[src/design/fips_pkg.sv]
// Shared types and constants of the filtered incremental PI speed controller.
`default_nettype none

package fips_pkg;

    // Fixed widths of the configuration registers and the drive output.
    localparam int GAIN_W   = 16;
    localparam int WEIGHT_W = 9;
    localparam int DRIVE_W  = 16;
    localparam int CFG_IDX_W  = 3;
    localparam int CFG_DATA_W = 16;

    // Register indexes on the configuration port.
    localparam logic [CFG_IDX_W-1:0] REG_PROP_GAIN     = 3'd0;
    localparam logic [CFG_IDX_W-1:0] REG_INTEG_GAIN    = 3'd1;
    localparam logic [CFG_IDX_W-1:0] REG_FILTER_WEIGHT = 3'd2;
    localparam logic [CFG_IDX_W-1:0] REG_DRIVE_MAX     = 3'd3;
    localparam logic [CFG_IDX_W-1:0] REG_DRIVE_MIN     = 3'd4;

    // Register values after reset.
    localparam logic [GAIN_W-1:0]   PROP_GAIN_RST     = 16'd768;
    localparam logic [GAIN_W-1:0]   INTEG_GAIN_RST    = 16'd26;
    localparam logic [WEIGHT_W-1:0] FILTER_WEIGHT_RST = 9'd77;
    localparam logic [DRIVE_W-1:0]  DRIVE_MAX_RST     = 16'd2200;
    localparam logic [DRIVE_W-1:0]  DRIVE_MIN_RST     = 16'd1000;

    // Sequencer states.
    typedef enum logic [3:0] {
        ST_IDLE,
        ST_FILT_A,
        ST_FILT_B,
        ST_FILT_DIV,
        ST_ERR,
        ST_PI_P,
        ST_PI_I,
        ST_PI_SUM,
        ST_CLAMP
    } state_t;

    // Control of the shared multiply-accumulate unit.
    typedef struct packed {
        logic en;
        logic accum;
    } mac_ctrl_t;

endpackage

`default_nettype wire

[src/design/fips_mac.sv]
// Shared signed multiply-accumulate unit of the speed controller.
`default_nettype none

module fips_mac #(
    parameter int A_W   = 19,
    parameter int B_W   = 17,
    parameter int ACC_W = 37
) (
    input  wire logic                    clk,
    input  wire fips_pkg::mac_ctrl_t     ctrl,
    input  wire logic signed [A_W-1:0]   a,
    input  wire logic signed [B_W-1:0]   b,
    output logic signed [ACC_W-1:0]      acc
);
    import fips_pkg::*;

    localparam int P_W = A_W + B_W;

    logic signed [P_W-1:0]   prod;
    logic signed [ACC_W-1:0] acc_reg;
    logic signed [ACC_W-1:0] acc_next;

    assign prod = a * b;

    always_comb
    begin
        acc_next = acc_reg;
        if (ctrl.en)
        begin
            if (ctrl.accum)
                acc_next = acc_reg + ACC_W'(prod);
            else
                acc_next = ACC_W'(prod);
        end
    end

    // Payload register, no reset needed: every item loads it before use.
    always_ff @(posedge clk)
    begin
        acc_reg <= acc_next;
    end

    assign acc = acc_reg;

endmodule

`default_nettype wire

[src/design/filtered_incremental_pi_speed.sv]
// Top level of the filtered incremental PI speed controller for one motor.
// Usage: one input beat per control tick carries measured_speed (signed pulse
// count), target_speed (signed) and clear, on a valid/ready channel. Each
// input beat yields exactly one output beat, drive_level, the clamped drive.
// A normal beat walks a sequencer through eight states that share one signed
// multiply-accumulate unit: two products for the low-pass filter, the filter
// division, the error, two products for the incremental PI term, the bias add
// and the clamp. The result enters the output register as the sequencer
// leaves the clamp state, and in_ready returns at the same edge. A beat is
// accepted only in the idle state, never while another is in work; a clear
// beat skips the arithmetic, goes straight to the clamp state and gives zero.
// The output register parts the two sides: if the receiver stalls, the clamp
// state holds until the previous result is taken, and no result is lost.
// The configuration channel is always ready; the user must write registers
// only while the block is idle, and the block itself does not enforce this.
// Reset restores the default gains, weight and limits, zeros the filter,
// error and drive state and empties the output.
`default_nettype none

module filtered_incremental_pi_speed #(
    parameter int FRAC_BITS   = 8,
    parameter int SPEED_WIDTH = 16
) (
    input  wire logic                                  clk,
    input  wire logic                                  rst_n,
    // Input channel.
    input  wire logic                                  in_valid,
    output logic                                       in_ready,
    input  wire logic signed [SPEED_WIDTH-1:0]         measured_speed,
    input  wire logic signed [SPEED_WIDTH-1:0]         target_speed,
    input  wire logic                                  clear,
    // Output channel.
    output logic                                       out_valid,
    input  wire logic                                  out_ready,
    output logic [fips_pkg::DRIVE_W-1:0]               drive_level,
    // Configuration channel.
    input  wire logic                                  cfg_valid,
    output logic                                       cfg_ready,
    input  wire logic [fips_pkg::CFG_IDX_W-1:0]        cfg_index,
    input  wire logic [fips_pkg::CFG_DATA_W-1:0]       cfg_data
);
    import fips_pkg::*;

    // Fixed-point one, and a weight width that can hold it.
    localparam int ONE    = 1 << FRAC_BITS;
    localparam int WT_W   = (FRAC_BITS + 1 > WEIGHT_W) ? FRAC_BITS + 1 : WEIGHT_W;
    // The error is given two more bits than a speed, its change three.
    localparam int ERR_W  = SPEED_WIDTH + 2;
    localparam int DE_W   = SPEED_WIDTH + 3;
    // Multiplier operands: side A takes weights and errors, side B speeds and gains.
    localparam int MUL_A_W = (DE_W > WT_W + 1) ? DE_W : WT_W + 1;
    localparam int MUL_B_W = (SPEED_WIDTH > GAIN_W + 1) ? SPEED_WIDTH : GAIN_W + 1;
    localparam int ACC_W   = MUL_A_W + MUL_B_W + 1;
    localparam int SUM_W   = ACC_W + 1;

    // Configuration registers.
    logic [GAIN_W-1:0]   prop_gain_reg;
    logic [GAIN_W-1:0]   integ_gain_reg;
    logic [WEIGHT_W-1:0] filter_weight_reg;
    logic [DRIVE_W-1:0]  drive_max_reg;
    logic [DRIVE_W-1:0]  drive_min_reg;

    // Controller state.
    logic signed [SPEED_WIDTH-1:0] filtered_reg;
    logic signed [SPEED_WIDTH-1:0] filtered_next;
    logic signed [ERR_W-1:0]       last_error_reg;
    logic [DRIVE_W-1:0]            drive_accum_reg;
    logic [DRIVE_W-1:0]            drive_accum_next;

    // Captured input beat and intermediate values.
    logic signed [SPEED_WIDTH-1:0] meas_reg;
    logic signed [SPEED_WIDTH-1:0] targ_reg;
    logic                          clear_reg;
    logic signed [ERR_W-1:0]       err_reg;
    logic signed [ERR_W-1:0]       err_next;
    logic signed [DE_W-1:0]        de_reg;
    logic signed [DE_W-1:0]        de_next;
    logic signed [SUM_W-1:0]       sum_reg;
    logic signed [SUM_W-1:0]       sum_next;

    // Output register.
    logic                          out_valid_reg;
    logic [DRIVE_W-1:0]            drive_level_reg;

    state_t state_reg;
    state_t state_next;

    logic in_fire;
    logic out_free;

    // Shared multiply-accumulate unit and its operands.
    mac_ctrl_t                   mac_ctrl;
    logic signed [MUL_A_W-1:0]   mac_a;
    logic signed [MUL_B_W-1:0]   mac_b;
    logic signed [ACC_W-1:0]     mac_acc;

    // Effective filter weight, limited to one.
    logic [WT_W-1:0] w_eff;
    logic [WT_W-1:0] w_comp;

    // Truncating division of the accumulator by one.
    logic signed [ACC_W-1:0] acc_rnd;
    logic signed [ACC_W-1:0] acc_quot;

    logic signed [SUM_W-1:0] max_ext;
    logic signed [SUM_W-1:0] min_ext;
    logic [DRIVE_W-1:0]      clamped;

    assign in_ready  = (state_reg == ST_IDLE);
    assign in_fire   = in_valid && in_ready;
    assign out_free  = !out_valid_reg || out_ready;
    assign cfg_ready = 1'b1;
    assign out_valid   = out_valid_reg;
    assign drive_level = drive_level_reg;

    always_comb
    begin
        if (WT_W'(filter_weight_reg) > WT_W'(ONE))
            w_eff = WT_W'(ONE);
        else
            w_eff = WT_W'(filter_weight_reg);
        w_comp = WT_W'(ONE) - w_eff;
    end

    // Adding one minus a unit to a negative numerator makes the shift round
    // toward zero instead of toward minus infinity.
    always_comb
    begin
        if (mac_acc[ACC_W-1])
            acc_rnd = mac_acc + ACC_W'(ONE - 1);
        else
            acc_rnd = mac_acc;
        acc_quot = acc_rnd >>> FRAC_BITS;
    end

    fips_mac #(
        .A_W   (MUL_A_W),
        .B_W   (MUL_B_W),
        .ACC_W (ACC_W)
    ) u_mac (
        .clk  (clk),
        .ctrl (mac_ctrl),
        .a    (mac_a),
        .b    (mac_b),
        .acc  (mac_acc)
    );

    // Next-state logic of the sequencer.
    always_comb
    begin
        state_next = state_reg;
        case (state_reg)
            ST_IDLE:
            begin
                if (in_fire)
                    state_next = clear ? ST_CLAMP : ST_FILT_A;
            end
            ST_FILT_A:   state_next = ST_FILT_B;
            ST_FILT_B:   state_next = ST_FILT_DIV;
            ST_FILT_DIV: state_next = ST_ERR;
            ST_ERR:      state_next = ST_PI_P;
            ST_PI_P:     state_next = ST_PI_I;
            ST_PI_I:     state_next = ST_PI_SUM;
            ST_PI_SUM:   state_next = ST_CLAMP;
            ST_CLAMP:
            begin
                if (out_free)
                    state_next = ST_IDLE;
            end
            default:     state_next = ST_IDLE;
        endcase
    end

    // Sequencer outputs: operands and control of the shared unit.
    always_comb
    begin
        mac_ctrl = '0;
        mac_a    = '0;
        mac_b    = '0;
        case (state_reg)
            ST_FILT_A:
            begin
                // (one - w) * filtered
                mac_ctrl.en    = 1'b1;
                mac_ctrl.accum = 1'b0;
                mac_a = signed'(MUL_A_W'(w_comp));
                mac_b = MUL_B_W'(filtered_reg);
            end
            ST_FILT_B:
            begin
                // + w * measured
                mac_ctrl.en    = 1'b1;
                mac_ctrl.accum = 1'b1;
                mac_a = signed'(MUL_A_W'(w_eff));
                mac_b = MUL_B_W'(meas_reg);
            end
            ST_PI_P:
            begin
                // prop_gain * (error - last error)
                mac_ctrl.en    = 1'b1;
                mac_ctrl.accum = 1'b0;
                mac_a = MUL_A_W'(de_reg);
                mac_b = signed'(MUL_B_W'(prop_gain_reg));
            end
            ST_PI_I:
            begin
                // + integ_gain * error
                mac_ctrl.en    = 1'b1;
                mac_ctrl.accum = 1'b1;
                mac_a = MUL_A_W'(err_reg);
                mac_b = signed'(MUL_B_W'(integ_gain_reg));
            end
            default:
            begin
                mac_ctrl = '0;
            end
        endcase
    end

    // Datapath next values.
    always_comb
    begin
        // A convex mix of two speeds always fits in a speed.
        filtered_next = SPEED_WIDTH'(acc_quot);
        err_next = ERR_W'(targ_reg) - ERR_W'(filtered_reg);
        de_next  = DE_W'(err_next) - DE_W'(last_error_reg);
        sum_next = SUM_W'(acc_quot) + signed'(SUM_W'(drive_accum_reg));
        max_ext  = signed'(SUM_W'(drive_max_reg));
        min_ext  = signed'(SUM_W'(drive_min_reg));
        // The lower limit wins: it is tested first, and crossed limits give the minimum.
        if ((sum_reg < min_ext) || (drive_max_reg < drive_min_reg))
            clamped = drive_min_reg;
        else if (sum_reg > max_ext)
            clamped = drive_max_reg;
        else
            clamped = DRIVE_W'(sum_reg);
        if (clear_reg)
            drive_accum_next = '0;
        else
            drive_accum_next = clamped;
    end

    // Sequencer and controller state.
    always_ff @(posedge clk or negedge rst_n)
    begin
        if (!rst_n)
        begin
            state_reg       <= ST_IDLE;
            out_valid_reg   <= 1'b0;
            filtered_reg    <= '0;
            last_error_reg  <= '0;
            drive_accum_reg <= '0;
        end
        else
        begin
            state_reg <= state_next;
            if ((state_reg == ST_CLAMP) && out_free)
                out_valid_reg <= 1'b1;
            else if (out_ready)
                out_valid_reg <= 1'b0;
            case (state_reg)
                ST_FILT_DIV:
                begin
                    filtered_reg <= filtered_next;
                end
                ST_PI_I:
                begin
                    last_error_reg <= err_reg;
                end
                ST_CLAMP:
                begin
                    if (out_free)
                    begin
                        drive_accum_reg <= drive_accum_next;
                        if (clear_reg)
                        begin
                            filtered_reg   <= '0;
                            last_error_reg <= '0;
                        end
                    end
                end
                default:
                begin
                end
            endcase
        end
    end

    // Payload registers.
    always_ff @(posedge clk)
    begin
        if (in_fire)
        begin
            meas_reg  <= measured_speed;
            targ_reg  <= target_speed;
            clear_reg <= clear;
        end
        if (state_reg == ST_ERR)
        begin
            err_reg <= err_next;
            de_reg  <= de_next;
        end
        if (state_reg == ST_PI_SUM)
            sum_reg <= sum_next;
        if ((state_reg == ST_CLAMP) && out_free)
            drive_level_reg <= drive_accum_next;
    end

    // Configuration registers; an index beyond the list is ignored.
    always_ff @(posedge clk or negedge rst_n)
    begin
        if (!rst_n)
        begin
            prop_gain_reg     <= PROP_GAIN_RST;
            integ_gain_reg    <= INTEG_GAIN_RST;
            filter_weight_reg <= FILTER_WEIGHT_RST;
            drive_max_reg     <= DRIVE_MAX_RST;
            drive_min_reg     <= DRIVE_MIN_RST;
        end
        else if (cfg_valid && cfg_ready)
        begin
            case (cfg_index)
                REG_PROP_GAIN:     prop_gain_reg     <= cfg_data[GAIN_W-1:0];
                REG_INTEG_GAIN:    integ_gain_reg    <= cfg_data[GAIN_W-1:0];
                REG_FILTER_WEIGHT: filter_weight_reg <= cfg_data[WEIGHT_W-1:0];
                REG_DRIVE_MAX:     drive_max_reg     <= cfg_data[DRIVE_W-1:0];
                REG_DRIVE_MIN:     drive_min_reg     <= cfg_data[DRIVE_W-1:0];
                default:
                begin
                end
            endcase
        end
    end

endmodule

`default_nettype wire

[config.mk]
export PLATFORM = sky130hd
export DESIGN_NAME = filtered_incremental_pi_speed
export DESIGN_NICKNAME = d
export VERILOG_FILES = /design/src/design/fips_pkg.sv /design/src/design/fips_mac.sv /design/src/design/filtered_incremental_pi_speed.sv
export SDC_FILE = /design/constraint.sdc
export NUM_CORES = 2
export LEC_CHECK = 0
export BUFFER_PORTS_ARGS = -buffer_cell sky130_fd_sc_hd__buf_2
export CAP_MARGIN = 40
export CORE_ASPECT_RATIO = 1.25
export CORE_MARGIN = 5
export CORE_UTILIZATION = 56
export DETAILED_ROUTE_END_ITERATION = 7
export HOLD_SLACK_MARGIN = 0.02
export MAX_ROUTING_LAYER = met4
export PLACE_DENSITY = 0.76
export SLEW_MARGIN = 0
export SYNTH_ARGS = -nofsm -noshare
export SYNTH_HDL_FRONTEND = slang
export SYNTH_SLANG_ARGS = --single-unit
export TNS_END_PERCENT = 20
[constraint.sdc]
create_clock -name clk -period 8.9 [get_ports clk]
set_input_delay 0.89 -clock clk [delete_from_list [all_inputs] [get_ports clk]]
set_output_delay 0.89 -clock clk [all_outputs]
set_load 0.02 [all_outputs]
---- Word level (Yosys, flattened, before mapping) ----
Cells that the tools add are included.
word-level totals
  register bits ........................... 288
operators by class
  $lt $le $gt $ge ......................... 4
  eq/ne operators ......................... 15
  add/sub/neg operators ................... 6
  reduce and logical (&&, ||, !) cells .... 21
  $mul .................................... 1
  muxes and demuxes ....................... 21
operators by type and width
  kind                                                                    count
  16-bit two-way mux                                                      5
  19-bit case mux with 4 select lines                                     1
  37-bit two-way mux                                                      2
  17-bit case mux with 4 select lines                                     1
  38-bit by 17-bit greater-than comparator with 1-bit output              1
  38-bit by 17-bit < comparator with 1-bit output                         1
  37-bit by 36-bit adder with 37-bit output                               1
  37-bit by 9-bit adder with 37-bit output (second input constant)        1
  19-bit by 17-bit multiplier with 36-bit output                          1
  18-bit two-way mux                                                      2
  18-bit case mux with 2 select lines                                     1
  4-bit case mux with 9 select lines                                      1
  16-bit case mux with 2 select lines                                     1
  29-bit by 17-bit adder with 30-bit output                               1
  17-bit by 18-bit subtractor with 19-bit output                          1
  16-bit by 16-bit subtractor with 17-bit output                          1
  4-bit by 3-bit equality test with 1-bit output (second input constant)  4
  16-bit < comparator                                                     1
  2-bit AND reduction                                                     7
  4-bit two-way mux                                                       3
  9-bit greater-than comparator (second input constant)                   1
  9-bit two-way mux                                                       1
  9-bit subtractor (first input constant)                                 1
  4-bit by 2-bit equality test with 1-bit output (second input constant)  2
  17 further kinds                                                        26

---- Logic depth before layout (Yosys ltp) ----
  depth after elaboration ................. 7
  depth in mapped cells ................... 42
  mapped depth without buffers ............ 40

---- By module ----
From an unflattened synthesis, not the netlist that was laid out.
second synthesis, totals
  cell total of the unflattened synthesis .. 2,930
  area total of the unflattened synthesis .. 29,360.7 µm²
modules (own cells, without submodules)
  module                         sequential area each (µm²)  area an instance (µm²)  instances  cells an instance
  fips_mac                       1,111.1                     15,372.2                1          1,676
  filtered_incremental_pi_speed  6,655.1                     13,988.4                1          1,254

---- Worst setup path before layout ----
Ideal clock, no wire load.
  path kind ............................... reg2reg
  start ................................... register state_reg[3]
  end ..................................... register u_mac.acc_reg[36] (netlist: u_mac.acc[36]) (data pin)
  period minus slack after synthesis ...... 9.281 ns
  cell stages (with the launch flop) ...... 36
  data arrival time ....................... 9.017 ns
  setup slack ............................. -0.381 ns
  buffers on the path ..................... 3
  path through ............................ dfrtp_1 > clkbuf_1 > nor3_1 > clkbuf_1 > a22oi_1 > o21ai_1 > nand2_1 > fa_1 > inv_1 > fa_1 > inv_1 > fa_1 > inv_1 > fa_1 > fa_1 > inv_1 > fa_1 > inv_1 > ha_1 > clkbuf_1 > nand4_1 > nor3b_1 > o31ai_2 > o31a_1 > o21ai_2 > a21boi_1 > mux2i_1 > nand2_1 > ha_1 > and3_1 > a311o_1 > a221oi_1 > o211ai_1 > nand3_1 > nor3b_1 > xnor2_1
between the ends
  longest elaborated chain between the ends .. 5
  elaborated cells on any way between the ends .. 12
  those cells by class .................... 1 x add/sub; 1 x mul; 4 x eq/ne; 4 x mux; 2 x reduce/logical
RTL lines
  item                                                                                               RTL line                              RTL
  from (decl)                                                                                        filtered_incremental_pi_speed.sv:85   state_t state_reg;
  from (signal assigned)                                                                             filtered_incremental_pi_speed.sv:256  state_reg <= state_next;
  4-bit by 3-bit equality test with 1-bit output, or another cell as far along                       filtered_incremental_pi_speed.sv:180  case (state_reg)
  19-bit case mux with 4 select lines / 17-bit case mux with 4 select lines (equally long branches)  filtered_incremental_pi_speed.sv:180
  19-bit by 17-bit multiplier with 36-bit output                                                     fips_mac.sv:23                        assign prod = a * b;
  37-bit by 36-bit adder with 37-bit output                                                          fips_mac.sv:31                        acc_next = acc_reg + ACC_W'(prod);
  37-bit two-way mux (*)                                                                             fips_mac.sv:30                        if (ctrl.accum)
  to (signal assigned)                                                                               fips_mac.sv:40                        acc_reg <= acc_next;
  to (decl)                                                                                          fips_mac.sv:20                        logic signed [ACC_W-1:0] acc_reg;
Mark *: on every way between the ends. The rest lies on a longest branch, timed or not.
A chain may end at the register's enable or synchronous reset.

---- Worst setup path in the final report ----
  start ................................... register state_reg[1]
  end ..................................... register u_mac.acc_reg[36] (netlist: u_mac.acc[36]) (data pin)
Same word-level chain as after synthesis.

==> impl_metrics.tcl <==
set metrics [dict create \
    hold_viol_final 0 \
    cp_slowest_stage_delay_ns 0.60 \
    grt_overflow_total 0 \
    fillCellCount 3786 \
    cts_tree "yes" \
    cts.htree.levels 1 \
    multiInputGateArea_sq_um 19920 \
    io_pins 76 \
    grt_pass1_vias 24860 \
    root_buffer "clkbuf_16" \
    worstSetupStartpointType "register" \
    synth_edf_count 152 \
    diodes 0 \
    synth_top_cell_by_area "fa_1" \
    synthCells 2961 \
    grt_usage_pct 32.24 \
    rsz0062_at_grt "yes" \
    dp_hpwl_um 71890 \
    synthTopCellsByArea "fa_1, edfxtp_1, ha_1, dfrtp_1, inv_1" \
    die_h_um 263.2 \
    avgSynthCellArea_sq_um 9.701 \
    ys_seq_area_share_pct 27.04 \
    final_antenna_net_count 0 \
    yosys.area.top_type_share_pct 23.00 \
    busiest_layer "met2" \
    placedCellCount 3949 \
    first_iter_violations 1931 \
    synth_area_sq_um 28720 \
    wl_um 90090 \
    layout_commonest_cell "inv_1" \
    grt_pass1_wl_um 137900 \
    initial_core_util_pct 56.71 \
    clk_latency_ns 0.58 \
    worstSetupPathType "register to register" \
    layout_common_cells "inv_1, buf_4, fa_1" \
    worstMarginPinSlew_ns 0.8919 \
    outcome "complete, no violations" \
    final_core_util_pct 69.31 \
    slew_violations 0 \
    ys_ff_latch 279 \
    gp_congestion 0.9887 \
    port-buffer-count 74 \
    worst-path-max-fanout 6 \
    groute.layer.met1.usage_pct 39.74 \
    endpoint_kind "register" \
    setup_viol 0 \
    fin_crit_sh_pct 99.61 \
    arrival_ns 9.20 \
    maxCapViolCount 0 \
    ff2ff_setup_slack_ns 0.03 \
    vias 24010 \
    seqCellArea_sq_um 7770 \
    wire_per_inst_um 22.22 \
    path_clk_slew_ns 0.07 \
    hold_class "input port to async pin" \
    fp.dieW_um 212.6 \
    nets 3982 \
    drt-pass1-iter-count 6 \
    synth_cell_types 94 \
    viasPerCell 5.924 \
    syn_to_final_growth_pct 22.21 \
    die_area_sq_um 55950 \
    slowest_stage "fa_1" \
    drc_errors 0 \
    cts_hold_buf 0 \
    min_period_ns 8.865 \
    final_cells 4054 \
    use_met3_pct 2.918 \
    syn_nets 3571 \
    grt_max_degree 61 \
    synth-main-ff-cell "edfxtp_1" \
    rows 92 \
    required_ns 9.23 \
    numCtsBuffers 30 \
    coreArea_sq_um 50650 \
    drive_gt1_share_pct 24.85 \
    hold_ws_ns 0.1457 \
    async_flop_share_pct 45.52 \
    path_common_cell "fa_1" \
    clk_path_buf_depth 3 \
    grt_antenna_before_repair 0 \
    skew_ns 0.01441 \
    yosysWarnings 0 \
    largest_register_ffs 37 \
    grtUsageMet2_pct 54.91 \
    cts_sinks 279 \
    clock.fmax_ghz 0.1128 \
    slew_headroom_pct 40.11 \
]
[cells in the mapped netlist, types with 21 or more instances]
cell	number
a21o_1	46
a21oi_1	149
a22o_1	25
a22oi_1	43
clkbuf_1	80
dfrtp_1	108
edfxtp_1	152
fa_1	330
ha_1	223
inv_1	475
mux2_2	62
nand2_1	280
nand2b_1	36
nand3_1	39
nor2_1	247
nor2b_1	21
nor3_1	51
o21ai_0	92
xnor2_1	97
xor2_1	44
[logic make-up after synthesis]
kind of cell / synth area share, %
simple gates: 12.61
buf+inv: 7.505
compound gates: 13.19
fa+ha+maj: 32.75
flops: 27.04
xor+xnor: 4.356
mux: 2.535
other cells: 0.01306
[layer usage]
| layer | share of wire [%] | wire, um |
|---|---|---|
| met5 | 0 | 0 |
| met4 | 5.0 | 4536 |
| met3 | 5.9 | 5357 |
| met1 | 38 | 33860 |
| met2 | 51 | 46330 |
[critical path, delay by kind of cell, from the launching register on]
kind / cells / cell delay [ns]
adders and majority gates: 8 / 3.61
AOI/OAI and AO/OA: 16 / 3.09
and+or+nand+nor: 7 / 0.86
buffers and inverters: 5 / 0.56
DFF: 1 / 0.40
xor gates and xnor gates: 1 / 0.12
[through the flow]
| step | TNS (ns) | worst slack [ns] | instance area [sq um] |
|---|---|---|---|
| 2_1_floorplan | 0 | 0.00007905 | 28820 |
| 3_3_place_gp | -1.204 | -0.2900 | 32510 |
| 3_5_place_dp | -1.684 | -0.3788 | 32620 |
| 4_1_cts | -0.02479 | -0.02479 | 33880 |
| 5_1_grt | -1.413 | -0.3188 | 35100 |
| 6_report | 0 | 0.03464 | 35100 |
[what timing repair did]
action / in CTS / in global routing
setup endpoints to repair: 9 / 17
setup buffers: 7 / 40
pin swaps: 25 / 152
resized for setup: 53 / 216
gates cloned: 0 / 2
[final cells by class]
| class | count | share of cell area [%] |
|---|---|---|
| Inverter | 476 | 5.090 |
| Tap cell | 658 | 2.345 |
| Timing Repair Buffer | 474 | 10.87 |
| Multi-Input combinational cell | 2111 | 56.75 |
| Clock buffer | 40 | 2.574 |
| Sequential cell | 279 | 22.14 |
| Clock inverter | 16 | 0.2424 |
[worst paths after layout]
| check | cells after the start | startpoint | endpoint |
|---|---|---|---|
| max reg2reg | 37 | state_reg[1] | u_mac.acc[36] |
| min in group clk | 1 | target_speed[8] | targ_reg[8] |
| min | 1 | rst_n | drive_min_reg[13] |
| max | 37 | state_reg[1] | u_mac.acc[36] |
| min reg2reg | 2 | last_error_reg[8] | last_error_reg[8] |
| max in group asynchronous | 3 | rst_n | state_reg[3] |
Power is not shown: default switching activity piles up to over one toggle a cycle in this logic, so the estimate is an artifact.
